File: src/hw/rtl/csft_pkg.sv
// csft_pkg: shared types and constants for the CAN subscription filter table.
// Item structs, request and status codes, table sizing.
// No dependencies.
`timescale 1ns / 1ps

package csft_pkg;

  localparam int ENTRIES    = 16;
  localparam int RESULT_CAP = 16;
  localparam int IDX_W      = (ENTRIES > 1) ? $clog2(ENTRIES) : 1;
  localparam int CNT_W      = $clog2(RESULT_CAP + 1);
  localparam int ID_W       = 29;
  localparam int HANDLE_W   = 8;
  localparam int SLOT_W     = 4;
  localparam int DATA_W     = 64;
  localparam int LEN_W      = 4;

  localparam logic [1:0] REQ_ATTACH   = 2'd0;
  localparam logic [1:0] REQ_DETACH   = 2'd1;
  localparam logic [1:0] REQ_FRAME    = 2'd2;
  // taken and dropped without a result
  localparam logic [1:0] REQ_RESERVED = 2'd3;

  typedef enum logic [2:0] {
    ST_ATTACHED    = 3'd0,
    ST_DUPLICATE   = 3'd1,
    ST_FULL        = 3'd2,
    ST_DETACHED    = 3'd3,
    ST_DETACH_NONE = 3'd4,
    ST_DELIVERED   = 3'd5,
    ST_NO_MATCH    = 3'd6
  } status_t;

  typedef struct packed {
    logic [1:0]          req_type;
    logic [HANDLE_W-1:0] observer_handle;
    logic [ID_W-1:0]     can_id;
    logic [ID_W-1:0]     mask_bits;
    logic                extended;
    logic [DATA_W-1:0]   frame_data;
    logic [LEN_W-1:0]    frame_length;
  } in_item_t;

  typedef struct packed {
    status_t             status;
    logic [HANDLE_W-1:0] observer_handle_out;
    logic [SLOT_W-1:0]   slot;
    logic [ID_W-1:0]     frame_id_out;
    logic [DATA_W-1:0]   frame_data_out;
    logic [LEN_W-1:0]    frame_length_out;
    logic                last;
  } out_item_t;

  // one table entry as kept in the entry memory
  typedef struct packed {
    logic [HANDLE_W-1:0] handle;
    logic [ID_W-1:0]     id;
    logic [ID_W-1:0]     mask;
    logic                ext;
  } entry_t;

  localparam int ENT_W = $bits(entry_t);

endpackage

File: src/hw/rtl/csft_ram.sv
// csft_ram: generic single-write, single-read memory with registered read.
// Used for the entry store of the filter table; no dependencies.
`timescale 1ns / 1ps

module csft_ram #(
  parameter int WIDTH = 8,
  parameter int DEPTH = 16
) (
  input  logic                                        clk,
  input  logic                                        wr_en,
  input  logic [((DEPTH > 1) ? $clog2(DEPTH) : 1)-1:0] wr_addr,
  input  logic [WIDTH-1:0]                            wr_data,
  input  logic [((DEPTH > 1) ? $clog2(DEPTH) : 1)-1:0] rd_addr,
  output logic [WIDTH-1:0]                            rd_data
);

  logic [WIDTH-1:0] mem_r [DEPTH];

  always_ff @(posedge clk) begin
    if (wr_en) begin
      mem_r[wr_addr] <= wr_data;
    end
    rd_data <= mem_r[rd_addr];
  end

endmodule

File: src/hw/rtl/can_subscription_filter_table.sv
// can_subscription_filter_table: attach/detach subscribers and dispatch frames.
// Uses csft_pkg and csft_ram (entry store); valid marks kept in flip-flops.
`timescale 1ns / 1ps

//  channel | ports                     | handshake
//  --------+---------------------------+--------------------------------------
//  input   | start, busy, in_item      | taken when start is high, busy low
//  result  | out_valid, out_item       | one-cycle strobe, cannot be held off
//
//  every attach, detach and frame request scans all ENTRIES slots through the
//  entry memory, one read per cycle; busy stays high through the scan, the
//  registered memory read and the finish state; the result cap cuts a dispatch
//  short only when ENTRIES exceeds it. deliveries come out while the scan runs,
//  the final result after it. the valid marks clear on reset, the entry memory
//  needs no clearing. request type three is taken and dropped without a result.

module can_subscription_filter_table
  import csft_pkg::*;
(
  input  logic      clk,
  input  logic      rst_n,
  input  logic      start,
  output logic      busy,
  input  in_item_t  in_item,
  output logic      out_valid,
  output out_item_t out_item
);

  typedef enum logic [1:0] {
    S_IDLE,
    S_SCAN,
    S_DONE
  } state_t;

  localparam logic [IDX_W-1:0] IDX_LAST = IDX_W'(ENTRIES - 1);
  localparam logic [CNT_W-1:0] CAP      = CNT_W'(RESULT_CAP);

  state_t              state_r;
  in_item_t            req_r;
  logic [IDX_W-1:0]    scan_idx_r;
  logic                iss_on_r;
  logic                chk_on_r;
  logic [IDX_W-1:0]    chk_idx_r;
  logic [ENTRIES-1:0]  valid_r;
  logic                hit_on_r;
  logic [IDX_W-1:0]    hit_idx_r;
  logic                pend_on_r;
  logic [HANDLE_W-1:0] pend_handle_r;
  logic [IDX_W-1:0]    pend_idx_r;
  logic [CNT_W-1:0]    n_r;
  logic                out_valid_r;
  out_item_t           out_item_r;

  logic [ENT_W-1:0]    rd_data;
  entry_t              ent;
  logic                ent_valid;
  logic                same;
  logic                hit;
  logic                free_on;
  logic [IDX_W-1:0]    free_idx;
  logic                wr_en;
  entry_t              wr_ent;

  csft_ram #(
    .WIDTH (ENT_W),
    .DEPTH (ENTRIES)
  ) u_ram (
    .clk     (clk),
    .wr_en   (wr_en),
    .wr_addr (free_idx),
    .wr_data (wr_ent),
    .rd_addr (scan_idx_r),
    .rd_data (rd_data)
  );

  assign ent       = entry_t'(rd_data);
  assign ent_valid = valid_r[chk_idx_r];
  assign same      = ent_valid && (ent.handle == req_r.observer_handle) &&
                     (ent.id == req_r.can_id) && (ent.mask == req_r.mask_bits);
  assign hit       = ent_valid &&
                     ((req_r.can_id & ent.mask) == (ent.id & ent.mask));

  // lowest free slot
  always_comb begin
    free_on  = 1'b0;
    free_idx = '0;
    for (int i = ENTRIES - 1; i >= 0; i--) begin
      if (!valid_r[i]) begin
        free_on  = 1'b1;
        free_idx = IDX_W'(i);
      end
    end
  end

  assign wr_en = (state_r == S_DONE) && (req_r.req_type == REQ_ATTACH) &&
                 !hit_on_r && free_on;

  always_comb begin
    wr_ent.handle = req_r.observer_handle;
    wr_ent.id     = req_r.can_id;
    wr_ent.mask   = req_r.mask_bits;
    wr_ent.ext    = req_r.extended;
  end

  always_ff @(posedge clk) begin
    if (!rst_n) begin
      state_r     <= S_IDLE;
      iss_on_r    <= 1'b0;
      chk_on_r    <= 1'b0;
      valid_r     <= '0;
      hit_on_r    <= 1'b0;
      pend_on_r   <= 1'b0;
      n_r         <= '0;
      out_valid_r <= 1'b0;
    end else begin
      out_valid_r <= 1'b0;
      chk_on_r    <= iss_on_r;
      chk_idx_r   <= scan_idx_r;
      if (iss_on_r) begin
        if (scan_idx_r == IDX_LAST) begin
          iss_on_r <= 1'b0;
        end else begin
          scan_idx_r <= scan_idx_r + 1'b1;
        end
      end

      case (state_r)
        S_IDLE: begin
          if (start) begin
            req_r <= in_item;
            if (in_item.req_type inside {REQ_ATTACH, REQ_DETACH, REQ_FRAME}) begin
              state_r    <= S_SCAN;
              scan_idx_r <= '0;
              iss_on_r   <= 1'b1;
              hit_on_r   <= 1'b0;
              pend_on_r  <= 1'b0;
              n_r        <= '0;
            end
          end
        end

        S_SCAN: begin
          if (chk_on_r) begin
            case (req_r.req_type)
              REQ_ATTACH: begin
                if (same && !hit_on_r) begin
                  hit_on_r  <= 1'b1;
                  hit_idx_r <= chk_idx_r;
                end
              end
              REQ_DETACH: begin
                if (same) begin
                  valid_r[chk_idx_r] <= 1'b0;
                  if (!hit_on_r) begin
                    hit_on_r  <= 1'b1;
                    hit_idx_r <= chk_idx_r;
                  end
                end
              end
              REQ_FRAME: begin
                if (hit) begin
                  // previous match is known not to be the last one now
                  if (pend_on_r) begin
                    out_valid_r                    <= 1'b1;
                    out_item_r.status              <= ST_DELIVERED;
                    out_item_r.observer_handle_out <= pend_handle_r;
                    out_item_r.slot                <= SLOT_W'(pend_idx_r);
                    out_item_r.frame_id_out        <= req_r.can_id;
                    out_item_r.frame_data_out      <= req_r.frame_data;
                    out_item_r.frame_length_out    <= req_r.frame_length;
                    out_item_r.last                <= 1'b0;
                  end
                  pend_on_r     <= 1'b1;
                  pend_handle_r <= ent.handle;
                  pend_idx_r    <= chk_idx_r;
                  n_r           <= n_r + 1'b1;
                end
              end
              default: begin
              end
            endcase
            if (chk_idx_r == IDX_LAST) begin
              state_r <= S_DONE;
            end
            // result cap reached: stop scanning
            if (req_r.req_type == REQ_FRAME && hit && (CNT_W'(n_r + 1'b1) == CAP)) begin
              state_r  <= S_DONE;
              iss_on_r <= 1'b0;
              chk_on_r <= 1'b0;
            end
          end
        end

        S_DONE: begin
          state_r                        <= S_IDLE;
          out_valid_r                    <= 1'b1;
          out_item_r.observer_handle_out <= req_r.observer_handle;
          out_item_r.slot                <= '0;
          out_item_r.frame_id_out        <= '0;
          out_item_r.frame_data_out      <= '0;
          out_item_r.frame_length_out    <= '0;
          out_item_r.last                <= 1'b1;
          case (req_r.req_type)
            REQ_ATTACH: begin
              if (hit_on_r) begin
                out_item_r.status <= ST_DUPLICATE;
                out_item_r.slot   <= SLOT_W'(hit_idx_r);
              end else if (free_on) begin
                valid_r[free_idx] <= 1'b1;
                out_item_r.status <= ST_ATTACHED;
                out_item_r.slot   <= SLOT_W'(free_idx);
              end else begin
                out_item_r.status <= ST_FULL;
              end
            end
            REQ_DETACH: begin
              if (hit_on_r) begin
                out_item_r.status <= ST_DETACHED;
                out_item_r.slot   <= SLOT_W'(hit_idx_r);
              end else begin
                out_item_r.status <= ST_DETACH_NONE;
              end
            end
            default: begin
              out_item_r.frame_id_out     <= req_r.can_id;
              out_item_r.frame_data_out   <= req_r.frame_data;
              out_item_r.frame_length_out <= req_r.frame_length;
              if (pend_on_r) begin
                out_item_r.status              <= ST_DELIVERED;
                out_item_r.observer_handle_out <= pend_handle_r;
                out_item_r.slot                <= SLOT_W'(pend_idx_r);
              end else begin
                out_item_r.status              <= ST_NO_MATCH;
                out_item_r.observer_handle_out <= '0;
              end
            end
          endcase
        end

        default: begin
          state_r <= S_IDLE;
        end
      endcase
    end
  end

  assign busy      = (state_r != S_IDLE);
  assign out_valid = out_valid_r;
  assign out_item  = out_item_r;

  // an attach only ever fills a free slot
  a_write_free: assert property (@(posedge clk) disable iff (!rst_n)
    wr_en |-> !valid_r[free_idx])
    else $error("attach wrote over a valid slot");

  // nothing follows the final result of an item right away
  a_last_quiet: assert property (@(posedge clk) disable iff (!rst_n)
    out_valid && out_item.last |=> !out_valid)
    else $error("result right after a final result");

  // memory compare stage only runs while a request is in progress
  a_chk_busy: assert property (@(posedge clk) disable iff (!rst_n)
    chk_on_r |-> busy)
    else $error("compare stage active while idle");

  // delivery count never passes the cap
  a_cap: assert property (@(posedge clk) disable iff (!rst_n)
    n_r <= CAP)
    else $error("delivery count above cap");

  // a new request never starts with a result on the port
  a_start_quiet: assert property (@(posedge clk) disable iff (!rst_n)
    $rose(busy) |-> !out_valid)
    else $error("result strobe at request start");

endmodule

File: config.mk
export PLATFORM = sky130hd
export DESIGN_NAME = can_subscription_filter_table
export DESIGN_NICKNAME = d
export VERILOG_FILES = /design/src/hw/rtl/csft_pkg.sv /design/src/hw/rtl/csft_ram.sv /design/src/hw/rtl/can_subscription_filter_table.sv
export SDC_FILE = /design/constraint.sdc
export NUM_CORES = 1
export LEC_CHECK = 0
export ABC_AREA = 1
export BUFFER_PORTS_ARGS = -buffer_cell sky130_fd_sc_hd__buf_2
export CAP_MARGIN = 25
export CORE_ASPECT_RATIO = 0.7
export CORE_MARGIN = 10
export CORE_UTILIZATION = 25
export DETAILED_ROUTE_END_ITERATION = 7
export SLEW_MARGIN = 20
export SYNTH_ARGS = -nofsm -noshare
export SYNTH_HDL_FRONTEND = slang
export SYNTH_SLANG_ARGS = --single-unit
File: constraint.sdc
create_clock -name clk -period 14.1 [get_ports clk]
set_input_delay 1.41 -clock clk [delete_from_list [all_inputs] [get_ports clk]]
set_output_delay 1.41 -clock clk [all_outputs]
set_load 0.005 [all_outputs]
==> key figures <==
Routing
  • Antenna viol nets, final: 0
  • Initial DRC count: 4,225
  • Routed len/inst: 20.0 um
  • TritonRoute pass-1 iters: 6
  • Total number of vias: 34,000
  • Routed WL: 148,000 um
  • Vias per Instance: 4.59
  • Residual DRC count: 0

Clock tree
  • Hold_buf cts: 0
  • Post-CTS Resized: 0
  • Root Buffer: clkbuf_16
  • Clock transition at path regs: 70 ps
  • Cts bufs inserted: 135
  • Clk_lat worst skew: 760 ps
  • CTS sink count: 1,423
  • Clock tree buffer depth: 3
  • TritonCTS clock tree: built
  • H-tree Lvls: 4
  • Number of setup buffers added after CTS: 0

STA
  • Final hold slack: 452 ps
  • Tmin final: 5040 ps
  • Worst-margin pin slew: 1150 ps
  • Fraction of the cycle the final worst path needs: 35.7%
  • RSZ-0062 raised after global routing: false
  • Fmax: 199 MHz
  • Clk_skew: 26.0 ps
  • Fin. Hold Viols: 0
  • Slew HR: 22.7%
  • Max-slew violation count: 0
  • Setup violators final: 0
  • Crit path setup slack, layout: 9060 ps
  • Total Neg Setup Slack: 0 ps

Layout
  • Layout area overhead: 16.8%
  • Most common cell after layout, fill and taps aside: edfxtp_1
  • Share of layout cells above drive strength 1: 13.0%
  • Multi-input logic area: 11,500 sq um
  • Reg area: 41,800 sq um
  • Fill cells: 21,800
  • Most frequent cells in the layout: edfxtp_1 (1,329), nor2_1 (992), nand2_1 (396)
  • Nets@finish: 4,541

Synthesis
  • EDFF count, synth: 1,329
  • Ys async rst share: 0%
  • Synth cell types: 43
  • Register bit count reported by yosys: 1,423
  • Seq/Total Area, Yosys: 76.3%
  • Synth warn: 0
  • Syn_area_per_cell: 13.2 sq um
  • Synthesized area: 54,800 sq um
  • Main synth FF type: edfxtp_1
  • Syn Nets: 4,306
  • Mapped Cells: 4,160

Die
  • Die area: 239,000 sq um
  • Floorplan row count: 143
  • Core Region: 217,000 sq um
  • Starting Density: 25.2%
  • Die H: 412 um
  • Top Ports: 255
  • Die width: 579 um

Setup path
  • Setup CP Type: register to register
  • Crit path max-delay family: simple AND/OR/NAND/NOR gates
  • Crit end category: register
  • CP Cell Sequence: xnor2_1 > nand2b_1 > nand3_1 > nor2_1 > nand2_1 > nor2_1 > nand2_1 > nand2_2 > nor4b_4 > buf_4 > buf_4
  • Slowest cell delay on critical path: 1000 ps
  • Peak fanout along the critical path: 59
  • Worst Path Buf+Inv: 2
  • R2R setup slack: 9060 ps
  • Worst path required time: 14,480 ps
  • Worst path arrival time: 5420 ps
  • Worst setup SP type: register
  • Critical Path Slowest Stage Cell: xnor2_1

Power and ir drop
  • Clk pwr share: 36.0%
  • Maximum VDD drop: 0.000115 V
  • Sequential power share: 49.3%
  • Lkg Pwr: 21.1 nW
  • Total power: 10.2 mW
  • Net Sw Frac: 28.0%
  • Power Density: 160 nW/um^2
  • NetSw: 2.86 mW
  • Internal power: 7.36 mW
  • Combinational share of power: 14.7%

Global route
  • Initial antenna violation count: 10
  • Grt ovf: 0
  • First-pass GRT wire length: 216,000 um
  • Vias in the first global route: 32,400
  • Total track usage: 11.9%
  • Largest net degree at the start of global routing: 206

Placement
  • Routability Congestion: 0.889
  • Dpl ws: 9230 ps
  • Buffers on Ports: 253
  • Post-DP HPWL: 82,800 um

Hold path
  • HP Class: register to register

Flow run
  • Max-cap check violation count: 0

Outcome
  • Run status: finished, final reports clean
## layout make-up
class	count	area share (%)
Antenna cell	2	0.00782
Clock buffer	180	5.92
Timing Repair Buffer	328	2.90
Tap cell	2900	5.67
Sequential cell	1423	65.3
Inverter	203	1.21
Clock inverter	68	1.03
Multi-Input combinational cell	2304	17.9
## state kept, by name (all words and copies together) (netlist names), 5 cells and up
signal / count
pend_handle_r: 8
valid_r: 16
n_r: 5
u_ram.mem_r: 1056
req_r: 136
out_item: 113
u_ram.rd_data: 66
## layer usage
| metal | track usage, % | wire, um | part of all wire [%] |
|---|---|---|---|
| met4 | 3.41 | 3370 | 2.3 |
| met5 | 0 | 30 | 0.020 |
| met2 | 18.0 | 66300 | 45 |
| met1 | 16.8 | 66100 | 45 |
| met3 | 2.92 | 12700 | 8.5 |
## kinds of logic (layout without fill, tap and decap cells)
| family | after synthesis | in the layout | synth area share, % |
|---|---|---|---|
| DFF | 1423 | 1423 | 76.3 |
| AOI/OAI and AO/OA | 637 | 637 | 7.75 |
| adders and majority gates | 6 | 6 | 0.137 |
| other | 0 | 2 | 0 |
| and+or+nand+nor | 1602 | 1602 | 11.8 |
| buffers and inverters | 433 | 779 | 3.06 |
| xor gates and xnor gates | 59 | 59 | 0.943 |
## worst paths after layout
kind                      startpoint                     end  cells past startpoint
max             req_r[116]$_DFFE_PP_  out_item[73]$_DFFE_PP_                     11
min          scan_idx_r[1]$_DFFE_PP_  chk_idx_r[1]$_DFFE_PP_                      0
max reg2reg     req_r[116]$_DFFE_PP_  out_item[73]$_DFFE_PP_                     11
min reg2reg  scan_idx_r[1]$_DFFE_PP_  chk_idx_r[1]$_DFFE_PP_                      0
## cell usage after synthesis (19+ instances only)
master    instances  area share (%)
nor3_1           21            0.19
nand3_1          35            0.32
clkbuf_1        186             1.3
inv_1           193             1.3
edfxtp_1       1329              73
o21ai_0         304             2.8
nand4_1          97             1.1
xnor2_1          37            0.59
dfxtp_1          94             3.4
buf_2            21            0.19
xor2_1           22            0.35
buf_1            19            0.13
nor2_1         1007             6.9
nand2_1         396             2.7
o32ai_1         264             4.2
a21oi_1          33            0.30
## power groups by stage
| stage | logic, mW | registers, mW | clock network [mW] |
|---|---|---|---|
| floorplan | 0.961 | 5.06 | 0 |
| global placement | 1.47 | 5.12 | 0 |
| detailed placement | 1.48 | 5.13 | 0 |
| CTS | 1.49 | 5.04 | 3.75 |
| global route | 1.64 | 5.06 | 3.92 |
| finish | 1.51 | 5.04 | 3.67 |
## metrics by stage
step                      area, sq um  utilization [%]  cells
after floorplan                 54800                -   4160
after global placement          59500             27.4   7155
after detailed placement        59500             27.4   7156
after CTS                       63900             29.4   7404
after global routing            64000             29.4   7407
final                           64000             29.4   7408
Note: power is estimated with default switching activity, not from simulation.
